**config.mk**
```make
export PLATFORM = sky130hd
export DESIGN_NAME = gbp_update_stage_flat
export DESIGN_NICKNAME = d
export VERILOG_FILES = /design/src/design/gbp_pkg.sv /design/src/design/gbp_rsp_if.sv /design/src/design/gbp_update_stage.sv /design/src/flat_wrapper.sv
export SDC_FILE = /design/constraint.sdc
export NUM_CORES = 1
export LEC_CHECK = 0
export ABC_AREA = 0
export BUFFER_PORTS_ARGS = -buffer_cell sky130_fd_sc_hd__clkbuf_2
export CAP_MARGIN = 20
export CORE_UTILIZATION = 55
export DETAILED_ROUTE_END_ITERATION = 10
export GPL_TIMING_DRIVEN = 0
export PLACE_DENSITY = 0.88
export SYNTH_ARGS = -nofsm -noshare
export SYNTH_HDL_FRONTEND = slang
export SYNTH_SLANG_ARGS = --single-unit
```
**constraint.sdc**
```tcl
create_clock -name clock -period 5.6 [get_ports clock]
set_input_delay 1.12 -clock clock [delete_from_list [all_inputs] [get_ports clock]]
set_output_delay 1.12 -clock clock [all_outputs]
set_load 0.02 [all_outputs]
```
**src/design/gbp_pkg.sv**
```systemverilog
// Shared constants, types and helper functions for the gshare branch predictor.
`timescale 1ns / 1ps

package gbp_pkg;

   localparam int HIST_BITS   = 12;                 // maximum number of history/index bits
   localparam int TABLE_DEPTH = 1 << HIST_BITS;
   localparam int CTR_W       = 2;
   localparam int ADDR_W      = 32;
   localparam int COUNT_W     = 32;
   localparam int K_W         = 4;
   localparam int CSR_IDX_W   = 4;
   localparam int CSR_DATA_W  = 4;

   localparam logic [K_W-1:0] K_RESET    = 4'd5;
   localparam logic           HASH_RESET = 1'b1;

   localparam logic [CTR_W-1:0] CTR_STRONG_NT = 2'd0;
   localparam logic [CTR_W-1:0] CTR_WEAK_NT   = 2'd1;
   localparam logic [CTR_W-1:0] CTR_WEAK_T    = 2'd2;
   localparam logic [CTR_W-1:0] CTR_STRONG_T  = 2'd3;

   typedef enum logic [CSR_IDX_W-1:0] {
      CSR_HISTORY_BITS = 4'd0,
      CSR_HASH_ADDRESS = 4'd1
   } csr_index_type;

   typedef struct packed {
      logic                 en;
      logic [HIST_BITS-1:0] addr;
      logic [CTR_W-1:0]     data;
   } tbl_write_type;

   typedef struct packed {
      logic s1_valid;
      logic s1_ready;
   } stage_status_type;

   // Index mask of k low bits, k clamped to the table index width (HIST_BITS).
   function automatic logic [HIST_BITS-1:0] index_mask(input logic [K_W-1:0] k);
      logic [HIST_BITS-1:0] m;
      int                   lim;
      lim = (int'(k) > HIST_BITS) ? HIST_BITS : int'(k);
      for (int i = 0; i < HIST_BITS; i++) begin
         m[i] = (i < lim);
      end
      return m;
   endfunction

   // Two-bit counter training; weak states jump to the strong state of the outcome.
   function automatic logic [CTR_W-1:0] train(input logic [CTR_W-1:0] ctr, input logic went);
      logic [CTR_W-1:0] n;
      case (ctr)
         CTR_STRONG_NT: n = went ? CTR_WEAK_NT  : CTR_STRONG_NT;
         CTR_WEAK_NT:   n = went ? CTR_STRONG_T : CTR_STRONG_NT;
         CTR_WEAK_T:    n = went ? CTR_STRONG_T : CTR_STRONG_NT;
         default:       n = went ? CTR_STRONG_T : CTR_WEAK_T;
      endcase
      return n;
   endfunction

endpackage

```
**src/design/gbp_rsp_if.sv**
```systemverilog
// Response channel: prediction, mispredict flag and running totals.
`timescale 1ns / 1ps

interface gbp_rsp_if;
   logic                        valid;
   logic                        ready;
   logic                        predicted_taken;
   logic                        mispredicted;
   logic [gbp_pkg::COUNT_W-1:0] correct_total;
   logic [gbp_pkg::COUNT_W-1:0] wrong_total;

   modport source (output valid, output predicted_taken, output mispredicted,
                   output correct_total, output wrong_total, input ready);
   modport sink   (input valid, input predicted_taken, input mispredicted,
                   input correct_total, input wrong_total, output ready);
endinterface

```
**src/design/gbp_update_stage.sv**
```systemverilog
// Predict-and-train stage, running totals and the response register.
`timescale 1ns / 1ps

module gbp_update_stage (
   input  logic                           clock,
   input  logic                           reset,
   input  logic                           load,
   input  logic [gbp_pkg::HIST_BITS-1:0]  load_index,
   input  logic                           load_taken,
   input  logic [gbp_pkg::CTR_W-1:0]      rd_data,
   output gbp_pkg::tbl_write_type         tbl_wr,
   output gbp_pkg::stage_status_type      status,
   gbp_rsp_if.source                      rsp_port
);

   logic                          s1_valid_ff, s1_valid_in;
   logic [gbp_pkg::HIST_BITS-1:0] s1_idx_ff;
   logic                          s1_taken_ff;
   logic                          byp_valid_ff;
   logic [gbp_pkg::HIST_BITS-1:0] byp_idx_ff;
   logic [gbp_pkg::CTR_W-1:0]     byp_ctr_ff;
   logic [gbp_pkg::COUNT_W-1:0]   correct_ff, correct_in;
   logic [gbp_pkg::COUNT_W-1:0]   wrong_ff, wrong_in;
   logic                          out_valid_ff, out_valid_in;
   logic                          out_pred_ff;
   logic                          out_mis_ff;
   logic [gbp_pkg::COUNT_W-1:0]   out_correct_ff;
   logic [gbp_pkg::COUNT_W-1:0]   out_wrong_ff;

   logic                          advance;
   logic [gbp_pkg::CTR_W-1:0]     ctr;
   logic [gbp_pkg::CTR_W-1:0]     ctr_new;
   logic                          guess;
   logic                          mis;

   assign advance = s1_valid_ff && (!out_valid_ff || rsp_port.ready);

   // The table read at the edge of the previous write returns stale data: forward it.
   assign ctr     = (byp_valid_ff && (byp_idx_ff == s1_idx_ff)) ? byp_ctr_ff : rd_data;
   assign guess   = ctr[1];
   assign mis     = guess != s1_taken_ff;
   assign ctr_new = gbp_pkg::train(ctr, s1_taken_ff);

   always_comb begin
      correct_in = correct_ff;
      wrong_in   = wrong_ff;
      if (mis) begin
         if (wrong_ff != '1) begin
            wrong_in = wrong_ff + 1'b1;
         end
      end else begin
         if (correct_ff != '1) begin
            correct_in = correct_ff + 1'b1;
         end
      end
   end

   assign s1_valid_in  = load || (s1_valid_ff && !advance);
   assign out_valid_in = advance || (out_valid_ff && !rsp_port.ready);

   assign tbl_wr.en   = advance;
   assign tbl_wr.addr = s1_idx_ff;
   assign tbl_wr.data = ctr_new;

   assign status.s1_valid = s1_valid_ff;
   assign status.s1_ready = !s1_valid_ff || advance;

   always_ff @(posedge clock) begin
      if (reset) begin
         s1_valid_ff  <= 1'b0;
         byp_valid_ff <= 1'b0;
         out_valid_ff <= 1'b0;
         correct_ff   <= '0;
         wrong_ff     <= '0;
      end else begin
         s1_valid_ff  <= s1_valid_in;
         out_valid_ff <= out_valid_in;
         if (load) begin
            byp_valid_ff <= advance;
         end
         if (advance) begin
            correct_ff <= correct_in;
            wrong_ff   <= wrong_in;
         end
      end
   end

   always_ff @(posedge clock) begin
      if (load) begin
         s1_idx_ff   <= load_index;
         s1_taken_ff <= load_taken;
         byp_idx_ff  <= s1_idx_ff;
         byp_ctr_ff  <= ctr_new;
      end
      if (advance) begin
         out_pred_ff    <= guess;
         out_mis_ff     <= mis;
         out_correct_ff <= correct_in;
         out_wrong_ff   <= wrong_in;
      end
   end

   assign rsp_port.valid           = out_valid_ff;
   assign rsp_port.predicted_taken = out_pred_ff;
   assign rsp_port.mispredicted    = out_mis_ff;
   assign rsp_port.correct_total   = out_correct_ff;
   assign rsp_port.wrong_total     = out_wrong_ff;

endmodule

```
**src/flat_wrapper.sv**
```systemverilog
// flat-port wrapper written by rule: the top's interface ports become plain ports
module gbp_update_stage_flat 
  (clock, reset, load, load_index, load_taken, rd_data, tbl_wr, status, rsp_port_valid, rsp_port_predicted_taken, rsp_port_mispredicted, rsp_port_correct_total, rsp_port_wrong_total, rsp_port_ready);
  gbp_rsp_if rsp_port_i ();
  input  logic clock;
  input  logic reset;
  input  logic load;
  input  logic [gbp_pkg::HIST_BITS-1:0] load_index;
  input  logic load_taken;
  input  logic [gbp_pkg::CTR_W-1:0] rd_data;
  output gbp_pkg::tbl_write_type tbl_wr;
  output gbp_pkg::stage_status_type status;
  output wire logic [$bits(rsp_port_i.valid)-1:0] rsp_port_valid;
  output wire logic [$bits(rsp_port_i.predicted_taken)-1:0] rsp_port_predicted_taken;
  output wire logic [$bits(rsp_port_i.mispredicted)-1:0] rsp_port_mispredicted;
  output wire logic [$bits(rsp_port_i.correct_total)-1:0] rsp_port_correct_total;
  output wire logic [$bits(rsp_port_i.wrong_total)-1:0] rsp_port_wrong_total;
  input wire logic [$bits(rsp_port_i.ready)-1:0] rsp_port_ready;
  assign rsp_port_valid = rsp_port_i.valid;
  assign rsp_port_predicted_taken = rsp_port_i.predicted_taken;
  assign rsp_port_mispredicted = rsp_port_i.mispredicted;
  assign rsp_port_correct_total = rsp_port_i.correct_total;
  assign rsp_port_wrong_total = rsp_port_i.wrong_total;
  assign rsp_port_i.ready = rsp_port_ready;
  gbp_update_stage u_core (.clock(clock), .reset(reset), .load(load), .load_index(load_index), .load_taken(load_taken), .rd_data(rd_data), .tbl_wr(tbl_wr), .status(status), .rsp_port(rsp_port_i));
endmodule
```
==> results.txt <==
initial drt markers = 654
Worst Setup Path Type = in2out
Req. time, crit path = 4480 ps
xor/xnor cell area share of the yosys netlist = 9.18%
Std-Cell Rows = 42
Synth area leaders = edfxtp_1 (38%), dfxtp_1 (18%), xnor2_1 (4.6%), xor2_1 (4.6%), or3_1 (3.7%)
dominant synthesized flop cell = edfxtp_1
CTS Hold Bufs = 0
asr flop ratio synth = 0%
max_cap viols = 0
Starting Density = 56.2%
Warnings, synthesis = 0
Synth Register Bits = 160
CP Max Fanout = 34
core area = 13,200 um^2
total grt overflow = 0
Hold Crit Class = reg2reg
most numerous cell in the Yosys netlist = edfxtp_1
first drt pass iteration count = 8
fmax = 0.244 GHz
Die Wd = 118 um
WL final = 16,900 um
worst slew pin tran = 1010 ps
Post-CTS Setup Bufs = 0
Avg Inst Size Synth = 10.4 um^2
final core occ = 66.5%
Yosys top cell area share = 37.5%
H-tree depth = 4
Area growth, synth to finish = 18.4%
layout filler cell count = 1,020
Adder-Cell Fraction of Synth Area = 0.505%
DR WL/cell = 16.5 um
minimum clock period = 4100 ps
Worst Setup Start Kind = input pin
outcome = completed
Clock Skews = 9.87 ps
largest family of logic cells by synthesized area = simple AND/OR/NAND/NOR gates
syn nets = 736
distinct cell type count after synthesis = 44
TritonCTS buffer count = 17
CTS tree = built
largest net degree at the start of global routing = 35
post-synth top area cell = edfxtp_1
diodes inserted = 0
IO Count = 103
post-DR vias/cell = 6.02
placed cell area = 8210 um^2
area of the multi-input gates = 3140 um^2
synthesized cell area = 7440 um^2
Post-synth top cells = edfxtp_1 (93), dfxtp_1 (67), a21oi_1 (54)
Die Area = 14,000 um^2
EDFF count, synth = 93
Mapped Cells = 714
VDD IR max = 221 uV
Final ANT Viol Nets = 0
CTS max path bufs = 2
Lkg Pwr = 0.00327 uW
DRC Markers = 0
Max Slew Vio Count = 0
Synth Area in Compound Gates = 8.83%
GPL Wtd Cong = 0.957
Slew HR = 31.7%
fin crit share = 73.3%
initial antenna violation count = 0
post-route cell area = 8810 um^2
register area = 4130 um^2
CP endpoint kind = primary output
final setup fails = 0
sequential share of the synthesized area = 55.6%
vias = 6,176
gr usage total = 25.1%
clock-pin transition on the worst setup and hold timing paths = 60 ps
fraction of layout instances using a drive strength above 1 = 18.5%
setup slack, reg-to-reg = 2460 ps
Root Driver = clkbuf_16
RSZ-0062 raised after global routing = no
HPWL after DPL = 11,300 um
DIE HEIGHT = 118 um
Place WS = 1480 ps
Worst EP arrival = 2980 ps
Sink Count = 160
first-pass GRT wire length = 27,600 um
vias in the first global route = 5,752
Final Hold Viols = 0
post-synthesis mux area share = 2.03%
worst skew pair latency = 430 ps
Synth Area in Simple Gates = 21.6%
post-CTS sizing = 0
IO Port Bufs = 102
power per cell area = 301 nW/um^2
Nets = 859
Final WS setup = 1500 ps
cell type report:
cell class,instances,share of cell area (%)
Clock buffer,19,4.92
Clock inverter,13,1.85
Multi-Input combinational cell,514,35.6
Inverter,5,0.213
Buffer,35,1.69
Sequential cell,160,46.9
Tap cell,176,2.50
Timing Repair Buffer,104,6.25
per-stage QoR:
stage	std cells	power [uW]	hold slack [ps]	TNS, ps
3_5_place_dp	994	1510	493	0
6_report	1026	2650	505	0
3_3_place_gp	992	1500	471	-670
5_1_grt	1026	2730	526	0
2_1_floorplan	714	1430	460	0
4_1_cts	1026	2660	509	0
worst max-delay path: stages:
cell and delay [ps]:
clkbuf_2 80, nor2b_1 60, nand2b_1 260, inv_1 220, buf_2 470, buf_12 260, buf_12 220, buf_4 130
clkbuf_2 150
layer usage:
metal  GRT usage (%)  vias up  share of wire (%)
met1            32.6     2924                 41
met2            39.2      340                 47
met3            7.09       46                9.2
met5               0        -                  0
met4            11.0        0                2.4
li1                -     2866                  -
layout by cell type, fill, tap and decap left out, types with 27 or more instances in the layout:
master	synthesis	final
xor2_1	39	39
a21oi_1	54	54
nand3_1	47	47
nand2_1	48	48
xnor2_1	39	39
dfxtp_1	67	67
o21ai_0	41	41
clkbuf_1	25	27
or3_1	44	44
nor2_1	53	53
edfxtp_1	93	93
clkbuf_2	0	102
flip-flops by register name (all words and copies together) (netlist names):
register / flops
u_core.correct_ff: 32
u_core.rsp_port.correct_total: 32
u_core.rsp_port.wrong_total: 32
u_core.wrong_ff: 32
u_core.byp_idx_ff: 12
u_core.s1_idx_ff: 12
u_core.byp_ctr_ff: 2
u_core.byp_valid_ff: 1
u_core.rsp_port.mispredicted: 1
u_core.rsp_port.predicted_taken: 1
u_core.rsp_port.valid: 1
u_core.s1_taken_ff: 1
u_core.s1_valid_ff: 1
cells by family (layout without fill, tap and decap cells):
group,Yosys count,in the layout
xor gates and xnor gates,78,78
AOI/OAI and AO/OA,118,118
muxes,14,14
and+or+nand+nor,301,301
buffers and inverters,40,176
adders and majority gates,3,3
DFF,160,160
where the power goes:
part | switching (uW) | internal (uW)
Clock | 466 | 701
Combinational | 130 | 52.5
Sequential | 18.9 | 1280
Total | 615 | 2040
path summary, 6_finish.rpt:
kind	startpoint	end	depth (start not counted)
setup / recovery	rsp_port_ready	tbl_wr[14]	9
hold / removal	u_core.s1_idx_ff[6]	u_core.byp_idx_ff[6]	0
setup reg to reg	u_core.s1_idx_ff[11]	u_core.rsp_port.correct_total[3]	9
hold reg to reg	u_core.s1_idx_ff[6]	u_core.byp_idx_ff[6]	0
(Power assumes the default switching activity.)
