===== src/design/gbp_pkg.sv =====
// Shared constants, types and helper functions for the gshare branch predictor.
`timescale 1ns / 1ps

package gbp_pkg;

   localparam int HIST_BITS   = 12;                 // maximum number of history/index bits
   localparam int TABLE_DEPTH = 1 << HIST_BITS;
   localparam int CTR_W       = 2;
   localparam int ADDR_W      = 32;
   localparam int COUNT_W     = 32;
   localparam int K_W         = 4;
   localparam int CSR_IDX_W   = 4;
   localparam int CSR_DATA_W  = 4;

   localparam logic [K_W-1:0] K_RESET    = 4'd5;
   localparam logic           HASH_RESET = 1'b1;

   localparam logic [CTR_W-1:0] CTR_STRONG_NT = 2'd0;
   localparam logic [CTR_W-1:0] CTR_WEAK_NT   = 2'd1;
   localparam logic [CTR_W-1:0] CTR_WEAK_T    = 2'd2;
   localparam logic [CTR_W-1:0] CTR_STRONG_T  = 2'd3;

   typedef enum logic [CSR_IDX_W-1:0] {
      CSR_HISTORY_BITS = 4'd0,
      CSR_HASH_ADDRESS = 4'd1
   } csr_index_type;

   typedef struct packed {
      logic                 en;
      logic [HIST_BITS-1:0] addr;
      logic [CTR_W-1:0]     data;
   } tbl_write_type;

   typedef struct packed {
      logic s1_valid;
      logic s1_ready;
   } stage_status_type;

   // Index mask of k low bits, k clamped to the table index width (HIST_BITS).
   function automatic logic [HIST_BITS-1:0] index_mask(input logic [K_W-1:0] k);
      logic [HIST_BITS-1:0] m;
      int                   lim;
      lim = (int'(k) > HIST_BITS) ? HIST_BITS : int'(k);
      for (int i = 0; i < HIST_BITS; i++) begin
         m[i] = (i < lim);
      end
      return m;
   endfunction

   // Two-bit counter training; weak states jump to the strong state of the outcome.
   function automatic logic [CTR_W-1:0] train(input logic [CTR_W-1:0] ctr, input logic went);
      logic [CTR_W-1:0] n;
      case (ctr)
         CTR_STRONG_NT: n = went ? CTR_WEAK_NT  : CTR_STRONG_NT;
         CTR_WEAK_NT:   n = went ? CTR_STRONG_T : CTR_STRONG_NT;
         CTR_WEAK_T:    n = went ? CTR_STRONG_T : CTR_STRONG_NT;
         default:       n = went ? CTR_STRONG_T : CTR_WEAK_T;
      endcase
      return n;
   endfunction

endpackage


===== src/design/gbp_csr_if.sv =====
// Configuration write channel: register index and write data.
`timescale 1ns / 1ps

interface gbp_csr_if;
   logic                           valid;
   logic                           ready;
   logic [gbp_pkg::CSR_IDX_W-1:0]  reg_index;
   logic [gbp_pkg::CSR_DATA_W-1:0] write_data;

   modport source (output valid, output reg_index, output write_data, input ready);
   modport sink   (input valid, input reg_index, input write_data, output ready);
endinterface


===== src/design/gbp_front.sv =====
// Configuration registers, global history and table index hashing.
`timescale 1ns / 1ps

module gbp_front (
   input  logic                           clock,
   input  logic                           reset,
   gbp_csr_if.sink                        csr_port,
   input  logic                           accept,
   input  logic [gbp_pkg::ADDR_W-1:0]     branch_address,
   input  logic                           taken,
   output logic [gbp_pkg::HIST_BITS-1:0]  index
);

   logic [gbp_pkg::K_W-1:0]       k_ff, k_in;
   logic                          hash_ff, hash_in;
   logic [gbp_pkg::HIST_BITS-1:0] hist_ff, hist_in;
   logic [gbp_pkg::HIST_BITS-1:0] mask;

   assign csr_port.ready = 1'b1;

   always_comb begin
      k_in    = k_ff;
      hash_in = hash_ff;
      if (csr_port.valid) begin
         case (csr_port.reg_index)
            gbp_pkg::CSR_HISTORY_BITS: k_in    = csr_port.write_data[gbp_pkg::K_W-1:0];
            gbp_pkg::CSR_HASH_ADDRESS: hash_in = csr_port.write_data[0];
            default: ;
         endcase
      end
   end

   // Shift the outcome in at accept; the index uses the history from before.
   assign hist_in = accept ? {hist_ff[gbp_pkg::HIST_BITS-2:0], taken} : hist_ff;

   assign mask  = gbp_pkg::index_mask(k_ff);
   assign index = (hist_ff & mask)
                ^ (hash_ff ? (branch_address[gbp_pkg::HIST_BITS-1:0] & mask) : '0);

   always_ff @(posedge clock) begin
      if (reset) begin
         k_ff    <= gbp_pkg::K_RESET;
         hash_ff <= gbp_pkg::HASH_RESET;
         hist_ff <= '0;
      end else begin
         k_ff    <= k_in;
         hash_ff <= hash_in;
         hist_ff <= hist_in;
      end
   end

endmodule


===== src/flat_wrapper.sv =====
// flat-port wrapper written by rule: the top's interface ports become plain ports
module gbp_front_flat 
  (clock, reset, accept, branch_address, taken, index, csr_port_valid, csr_port_reg_index, csr_port_write_data, csr_port_ready);
  gbp_csr_if csr_port_i ();
  input  logic clock;
  input  logic reset;
  input  logic accept;
  input  logic [gbp_pkg::ADDR_W-1:0] branch_address;
  input  logic taken;
  output logic [gbp_pkg::HIST_BITS-1:0] index;
  input wire logic [$bits(csr_port_i.valid)-1:0] csr_port_valid;
  input wire logic [$bits(csr_port_i.reg_index)-1:0] csr_port_reg_index;
  input wire logic [$bits(csr_port_i.write_data)-1:0] csr_port_write_data;
  output wire logic [$bits(csr_port_i.ready)-1:0] csr_port_ready;
  assign csr_port_i.valid = csr_port_valid;
  assign csr_port_i.reg_index = csr_port_reg_index;
  assign csr_port_i.write_data = csr_port_write_data;
  assign csr_port_ready = csr_port_i.ready;
  gbp_front u_core (.clock(clock), .reset(reset), .csr_port(csr_port_i), .accept(accept), .branch_address(branch_address), .taken(taken), .index(index));
endmodule

===== config.mk =====
export PLATFORM = sky130hd
export DESIGN_NAME = gbp_front_flat
export DESIGN_NICKNAME = d
export VERILOG_FILES = /design/src/design/gbp_pkg.sv /design/src/design/gbp_csr_if.sv /design/src/design/gbp_front.sv /design/src/flat_wrapper.sv
export SDC_FILE = /design/constraint.sdc
export NUM_CORES = 1
export LEC_CHECK = 0
export ABC_CLOCK_PERIOD_IN_PS = 2850
export BUFFER_PORTS_ARGS = -buffer_cell sky130_fd_sc_hd__buf_2
export CORE_ASPECT_RATIO = 0.7
export CORE_MARGIN = 4
export CORE_UTILIZATION = 45
export DETAILED_ROUTE_END_ITERATION = 7
export GPL_TIMING_DRIVEN = 0
export PLACE_DENSITY = 0.84
export SLEW_MARGIN = 10
export SYNTH_ARGS = -nofsm -noshare
export SYNTH_HDL_FRONTEND = slang
export SYNTH_SLANG_ARGS = --single-unit

===== constraint.sdc =====
create_clock -name clock -period 2.85 [get_ports clock]
set_input_delay 0.57 -clock clock [delete_from_list [all_inputs] [get_ports clock]]
set_output_delay 0.57 -clock clock [all_outputs]
set_load 0.1 [all_outputs]

==> results of run 1 <==
## stage by stage
| stage | instance area (um^2) | std cells | hold slack (ps) | worst slack, ps | utilization, % |
|---|---|---|---|---|---|
| 4_1_cts | 1180 | 173 | 486 | 444 | 62.3 |
| 3_5_place_dp | 1160 | 169 | 532 | 786 | 60.9 |
| 6_report | 1180 | 173 | 500 | 449 | 62.3 |
| 2_1_floorplan | 951 | 111 | 482 | 35.0 | - |
| 5_1_grt | 1180 | 173 | 490 | 352 | 62.3 |
| 3_3_place_gp | 1160 | 169 | 499 | 809 | 60.9 |
## sequential cells by signal, indices dropped and copies added (netlist names)
signal / count
u_core.hash_ff: 1
u_core.hist_ff: 12
u_core.k_ff: 4
## routing by layer
| layer | global-route usage (%) | wire [um] | vias to the layer above |
|---|---|---|---|
| li1 | - | - | 455 |
| met1 | 20.4 | 1030 | 406 |
| met2 | 31.2 | 1130 | 24 |
| met3 | 4.94 | 124 | 5 |
| met4 | 6.49 | 37 | 0 |
| met5 | 0 | 0 | - |
## layout make-up
cell class | instances | area share (%)
Clock buffer | 4 | 2.22
Multi-Input combinational cell | 86 | 48.0
Buffer | 7 | 3.17
Sequential cell | 17 | 28.7
Inverter | 1 | 0.317
Tap cell | 22 | 2.32
Timing Repair Buffer | 36 | 15.2
## how the worst max path moves through the flow
stage | from | slack (ps) | end | depth (start not counted)
after floorplan | u_core.hash_ff$_SDFFE_PP1P_ | 40 | index[4] | 4
after global placement | u_core.hash_ff$_SDFFE_PP1P_ | 810 | index[4] | 5
after detailed placement | u_core.hash_ff$_SDFFE_PP1P_ | 790 | index[6] | 5
after CTS | u_core.hash_ff$_SDFFE_PP1P_ | 440 | index[6] | 5
after global routing | u_core.hash_ff$_SDFFE_PP1P_ | 350 | index[4] | 5
final | u_core.hash_ff$_SDFFE_PP1P_ | 450 | index[6] | 5
## worst reg2reg max path, stage by stage, from the launching register on
cell and delay (ps):
sky130_fd_sc_hd__dfxtp_1 460, sky130_fd_sc_hd__buf_2 270, sky130_fd_sc_hd__a211oi_1 70, sky130_fd_sc_hd__a31oi_1 140
## cells in the final DEF (no fill, tap or decap), types with 2 or more instances in the layout
cell	instances
sky130_fd_sc_hd__buf_2	39
sky130_fd_sc_hd__nor2_1	20
sky130_fd_sc_hd__dfxtp_1	17
sky130_fd_sc_hd__mux2i_1	15
sky130_fd_sc_hd__nand2_1	10
sky130_fd_sc_hd__a21oi_1	9
sky130_fd_sc_hd__xor2_1	8
sky130_fd_sc_hd__nor3_2	5
sky130_fd_sc_hd__and3_1	4
sky130_fd_sc_hd__clkbuf_1	3
sky130_fd_sc_hd__clkbuf_4	3
sky130_fd_sc_hd__o21ai_0	2
sky130_fd_sc_hd__nor3_1	2
sky130_fd_sc_hd__buf_4	2
sky130_fd_sc_hd__nand2b_1	2
## power groups by stage
stage	clock (mW)	sequential [mW]	combinational [mW]
after floorplan	0	0.247	0.0946
after global placement	0	0.248	0.124
after detailed placement	0	0.248	0.126
after CTS	0.136	0.243	0.126
after global routing	0.145	0.243	0.134
final	0.132	0.243	0.126
## kinds of logic (layout without fill, tap and decap cells)
group | Yosys count | in the layout | share of synthesized area (%)
and+or+nand+nor | 47 | 47 | 25.4
other | 1 | 1 | 0.405
buffers and inverters | 8 | 48 | 4.46
AOI/OAI and AO/OA | 14 | 14 | 8.24
DFF | 17 | 17 | 36.8
muxes | 15 | 15 | 16.2
xor gates and xnor gates | 9 | 9 | 8.51
==> summary by stage, run 1 <==
Run status
The flow ran to the end, and the final reports show no timing, DRC or antenna violations.

Hold path
In this run the most critical hold path is launched from csr_port_reg_index[0]. The tightest min-delay check is of the primary input to flip-flop type. The endpoint with the worst hold slack is u_core.hash_ff$_SDFFE_PP1P_.

Counting instances, the worst hold path has a depth of 2.

STA
The final count of pins violating max slew is 0. Setup violations remaining at the end of the flow were counted as 0. Setup repair after global routing left no endpoint under its margin. The accumulated negative setup slack is 0 ps. Timing would allow up to 417 MHz.

The setup skew after layout is 6.19 ps. Dividing the final minimum period by the clock period gives 84.2%. For the finished layout, the period the worst path requires is 2400 ps. The number of failing hold endpoints at the final stage is 0.

Drt
The post-detailed-route via-to-cell ratio is 5.14. Summed over all layers, the routed wires come to 2.32 mm. The count of routing violations after the opening detailed-route iteration is 15.

Summing over every cut layer, the via total after detailed routing is 890. Dividing the detail-routed wire length by the instance count gives 13.4 um. The detail route stage leaves a number of antenna-violating nets equal to 0. Before antenna repair, the detailed router went through 4 iterations. For this run, design rule violations remaining after detail routing come to 0.

Place
The placed wire-length estimate is about 1.8 mm. The final weighted congestion in routability-driven placement is 0.808. The number of port buffers is 36.

Power
For this design the static power due to leakage is 0.602 nW. Combinational logic burns 25.1% of the power. Registers are responsible for 48.5% of the overall power. The cell-internal power is 0.331 mW. Per report_power, the clock group accounts for 26.4% of the total. The worst-case IR drop observed on VDD is 278 uV. Summed over all nets, the switching power comes to 0.170 mW. The switching share of total power is 34.0%.

For this design the ratio of total power to cell area is 423 nW/um^2. The completed layout was analyzed and its total power is around 0.50 mW.

Job
The max-cap check violation count is 0.

Critical path
For this design, the slowest cell found on the critical path is sky130_fd_sc_hd__dfxtp_1. STA classifies the critical path startpoint as a flip-flop. The arrival time of data at the critical path endpoint is approximately 1800 ps.

The buffering stage count on the worst path with inverters included is 2. The cell repeated most along the worst path is sky130_fd_sc_hd__buf_2. The worst reg2reg path depth is 3. STA puts the critical path data required time at 2280 ps. Along the worst path, the maximum fanout reaches 10. The beginning of the worst register-to-register path is u_core.hash_ff$_SDFFE_PP1P_. The worst register-to-register path has a setup slack of around 1800 ps. The endpoint identified for the worst register-to-register timing path is u_core.hash_ff$_SDFFE_PP1P_. Grouping stages by cell kind, the critical path spends the most delay in buffers and inverters. The critical path goes through buf_2 > nand2_1 > xor2_1 > a21oi_1 > buf_2. The start-to-end type of the worst setup path is flip-flop to primary output.

The peak per-stage delay on the critical path is roughly 460 ps. The worst setup path is captured at a primary output.

Finish
The post-route netlist has 33.8% of its cells at a drive strength greater than 1. The layout-stage area growth over the synthesis result is 28.0%. The footprint of the multi-input gates is ~570 um^2. Counting the fill cells in the layout gives 179.

The number of nets in the layout is 197. Across the whole layout, storage elements account for ~340 um^2. The total inserted antenna cells is 0.

Clock network
The CTS clock-pin slew for the worst setup and hold paths is 90 ps. The hold buffer count at CTS is 0. TritonCTS built the clock tree. Clock tree synthesis inserted a total of 3 buffers.

Post-CTS repair changed the size of 0 cells. For the worst-skew pair, the clock arrives at the later sink with an insertion delay of 300 ps. The number of sinks on the clock net is 17. In this run the deepest clock path goes through 2 buffers. The clock root buffer master is sky130_fd_sc_hd__clkbuf_4. In this run the number of H-tree levels came out at 1. The number of setup buffers added after CTS is 0.

Logic synthesis
The area share of the largest cell type after synthesis is 36.8%. By area the synthesized netlist is led by sky130_fd_sc_hd__dfxtp_1, sky130_fd_sc_hd__mux2i_1, sky130_fd_sc_hd__nor2_1. The average instance in the mapped netlist occupies ~8.3 um^2. The synthesized design spends more area on one cell type than any other, namely sky130_fd_sc_hd__dfxtp_1. The fraction of the yosys area taken by sequential cells is roughly 37%.

During synthesis, Yosys emitted a total of 0 warnings. The count of mapped cells out of synthesis is around 110. After synthesis the netlist holds a flip-flop and latch count of 17. The cell area that synthesis handed to floorplanning was 926 um^2. In the synthesized netlist, the cells that appear most often are sky130_fd_sc_hd__nor2_1, sky130_fd_sc_hd__dfxtp_1, sky130_fd_sc_hd__mux2i_1, sky130_fd_sc_hd__nand2_1, sky130_fd_sc_hd__a21oi_1. The top flip-flop cell by instance count after synthesis is sky130_fd_sc_hd__dfxtp_1. The number of enable-type register cells in the synthesized netlist is 0. The number of nets handed over by synthesis was approximately 160. In the post-synthesis netlist, the cell with the most instances is sky130_fd_sc_hd__nor2_1. In this run, distinct cell masters in the synthesized netlist total 23. For this run, asynchronously set or reset flops after synthesis account for 0%.

Floorplan
The initial utilization of the core area, before any placement, comes to between 40 and 50%. The width of the chip is approximately 62 um. The die area is 2860 um^2.

The number of placed I/O pins is just under 60. The floorplan row count is 13. The floorplan step defined a core boundary enclosing 1900 um^2. The chip height is 46.0 um.

Global route
The via count of the first global-routing pass came to 890. The overall global routing resource usage is between 10% and 20%. The first global-routing pass estimated 3.91 mm of wire. The remaining global-route overflow is 0. The largest net degree at the start of global routing is 11. The number of antenna violations at the first check in global routing is 0.
Note: power is estimated with default switching activity, not from simulation.
==> run 2, diff against run 1 <==
--- a/config.mk
+++ b/config.mk
@@ -5,14 +5,14 @@
 export SDC_FILE = /design/constraint.sdc
 export NUM_CORES = 1
 export LEC_CHECK = 0
-export ABC_CLOCK_PERIOD_IN_PS = 2850
+export ABC_CLOCK_PERIOD_IN_PS = 2000
 export BUFFER_PORTS_ARGS = -buffer_cell sky130_fd_sc_hd__buf_2
 export CORE_ASPECT_RATIO = 0.7
 export CORE_MARGIN = 4
-export CORE_UTILIZATION = 45
+export CORE_UTILIZATION = 37
 export DETAILED_ROUTE_END_ITERATION = 7
 export GPL_TIMING_DRIVEN = 0
-export PLACE_DENSITY = 0.84
+export PLACE_DENSITY = 0.74
 export SLEW_MARGIN = 10
 export SYNTH_ARGS = -nofsm -noshare
 export SYNTH_HDL_FRONTEND = slang
==> constraint.sdc (replaced) <==
create_clock -name clock -period 2 [get_ports clock]
set_input_delay 0.4 -clock clock [delete_from_list [all_inputs] [get_ports clock]]
set_output_delay 0.4 -clock clock [all_outputs]
set_load 0.1 [all_outputs]
==> run 2 against run 1 <==
Compared with the run above:
- setup slack lost 370 ps
- largest power group unchanged
- worst hold slack lost 190 ps
- cell count grew 5.2%
- sequential power grew 43%
- flip-flop and latch count is the same
- first-iteration DRC count grew to 2.6 times the previous value
- critical endpoint unchanged
- largest cell class unchanged
- clock power grew 44%
- sequential share of layout area shrank 2.3 points
- critical path type unchanged
- via count shrank 0.11%
==> summary by stage, run 2 (synthesis results as in run 1) <==
STA
In the final timing run, aggregate negative setup slack is 0 ps. The final critical path takes up 96.0% of the cycle. Setup repair after global routing left no endpoint under its margin. Between clock sinks in the finished design, the worst skew comes to roughly 5.7 ps. The top achievable clock speed is 521 MHz. The setup violation total in the final timing report is 0. The number of failing hold endpoints at the final stage came to 0. The clock period minus worst slack is 1920 ps. The final count of pins violating max slew came to 0.

Critical path
The buffering stage count on the worst path with inverters included is 3. The kind of start point of the critical path is a flip-flop. Among all stages on the critical path, the largest delay is contributed by sky130_fd_sc_hd__dfxtp_2.

On the critical path the largest part of the delay comes from buffers and inverters. Counting cells, the worst reg-to-reg path comes to 3. Across all register-to-register paths, the minimum setup slack is 790 ps. The critical path data required time is 1600 ps. By startpoint and endpoint, the worst setup path is classified as flip-flop to primary output. The largest fanout on the critical path is 6.

The worst register-to-register path begins at u_core.k_ff[3]$_SDFFE_PP0P_. The reg-to-reg endpoint is u_core.k_ff[3]$_SDFFE_PP0P_. The largest single stage delay on the critical path is ~430 ps. The signal on the critical path passes through clkinvlp_4 > buf_4 > a21oi_4 > buf_6. For the worst setup path, the data arrival time is 1520 ps. The worst setup path is captured at a primary output.

Clock network
CTS saw 17 sinks. The largest buffer count on any clock path is 2. Clock tree synthesis inserted a total of 3 buffers. The root buffer cell chosen for the clock tree is sky130_fd_sc_hd__clkbuf_4.

The insertion delay of the later-clocked pin in the worst-skew pair is roughly 300 ps. CTS built an H-tree with a depth of 1. The CTS tree is done. Clock-pin slew was measured on the worst setup and hold paths at 110 ps.

Power
The part of the total power dissipated in combinational logic is 26.6%. The clock network is responsible for about a quarter of the overall power. In this run switching power makes up 34.7% of total power. Sequential cells burn a little under half of the power. Cell internal power was estimated by the tool at roughly 0.48 mW. The total leakage power is just over 0.6 nW. In this run the power density over the cells is between 500 and 600 nW/um^2.

The maximum ir drop on the vdd rail is 353 uV. In this run the power spent charging and discharging nets is 0.254 mW.

Drt
The number of iterations in the first detailed-routing pass is 4. For this block, the routed nets add up to 2.45 mm of wire. The first routing iteration left 39 violations. The via count of the routed design is 889. The post-detailed-route via-to-cell ratio is 4.88.

After detailed routing, the number of remaining DRC violations is 0. The average wire per cell in the routed design is 13.5 um. The count of antenna-violating nets left after detailed routing is 0.

Global route
The via count of the first global-routing pass is around 850. The number of antenna violations at the first check in global routing is 0. The overall global routing resource usage is 14.9%. Entering global routing, the biggest net connects 11 pins. The wire length of the first global-routing pass is 3.80 mm. The remaining global-route overflow is 0.

Hold path
The endpoint with the worst hold slack is u_core.hash_ff$_SDFFE_PP1P_. Along the worst hold path, the cell count comes to 2. The type of the worst min-delay path is primary input to flip-flop. In this run the most critical hold path is launched from csr_port_reg_index[0].

Place
The placed wire-length estimate is 1.96 mm. In this run the tool buffered the top-level ports with 36 buffer cells. Routability-driven placement finished with a final weighted congestion of 0.780.

Floorplan
The core region is 2260 um^2. The die area is around 3400 um^2. For this design the top-level I/O count stands at 58. The chip height is between 40 and 50 um. The initialized floorplan defines 14 standard-cell rows.

The width of the chip is approximately 68 um. For this configuration, the core starts out at a cell density of between 40 and 50%.

Finish
In the final design database the tool counted 196 nets. The largest registers in the layout are u_core.hist_ff (12), u_core.k_ff (4), u_core.hash_ff (1). The register bank with the most flops is u_core.hist_ff. In the layout the commonest cells are sky130_fd_sc_hd__buf_2, sky130_fd_sc_hd__nor2_1, sky130_fd_sc_hd__mux2i_1.

Cells fill 57.8% of the core in the end. The register with the most flip-flops in the layout has 12 of them. The most common cell after layout, fill and taps aside is sky130_fd_sc_hd__buf_2.

The post-route netlist has 40.7% of its cells at a drive strength greater than 1. The total inserted antenna cells is 0. The area growth from synthesis to layout is 41.1%.

Job
The tool flagged a number of max-cap violations equal to 0.

Run status
The flow ran to the end, and the final reports show no timing, DRC or antenna violations.
==> run 2: worst max path at each step <==
stage,from,slack [ps],endpoint,cells after the start
final,u_core.k_ff[3]$_SDFFE_PP0P_,80,index[6],4
after global routing,u_core.hash_ff$_SDFFE_PP1P_,0.6,index[4],5
after CTS,u_core.k_ff[3]$_SDFFE_PP0P_,30,index[10],3
after detailed placement,u_core.hash_ff$_SDFFE_PP1P_,80,index[6],5
after global placement,u_core.hash_ff$_SDFFE_PP1P_,110,index[4],5
after floorplan,u_core.k_ff[2]$_SDFFE_PP1P_,-540,index[0],3
==> run 2: timing repair <==
item                                    4_1_cts  5_1_grt
setup buffers                                 0        1
gates resized for setup                      14        8
endpoints found under the setup margin       11        6
pin swaps                                     0        0
hold buffers                                  0        0
==> run 2: metrics by stage <==
step	hold slack (ps)	cells	area [um^2]	power (mW)	setup WS (ps)
floorplan	482	111	1000	0.495	-538
global placement	503	179	1220	0.538	109
detailed placement	533	179	1220	0.542	81.0
CTS	314	181	1280	0.734	26.5
global route	311	182	1310	0.759	0.559
finish	315	182	1310	0.733	79.7
==> run 2: per-layer routing <==
layer / routed length, um / global-route usage, %
met1: 1050 / 18.3
met2: 1180 / 24.6
met4: 42 / 4.29
met5: 0 / 0
met3: 178 / 5.00
==> run 2: layout make-up <==
type,instances,area [um^2]
clock inverters,1,5.00
plain buffers,5,32.5
multi-input cells,86,619
inverters,1,7.51
flip-flops and latches,17,345
fillers,207,953
clock buffers,3,22.5
repair buffers,37,234
well taps,32,40.0
==> run 2: power by group through the flow <==
stage                     clock (mW)  combinational, mW  sequential (mW)
after CTS                      0.193              0.194            0.348
final                          0.190              0.195            0.348
after floorplan                    0              0.142            0.353
after global placement             0              0.184            0.354
after global routing           0.204              0.206            0.349
after detailed placement           0              0.188            0.354
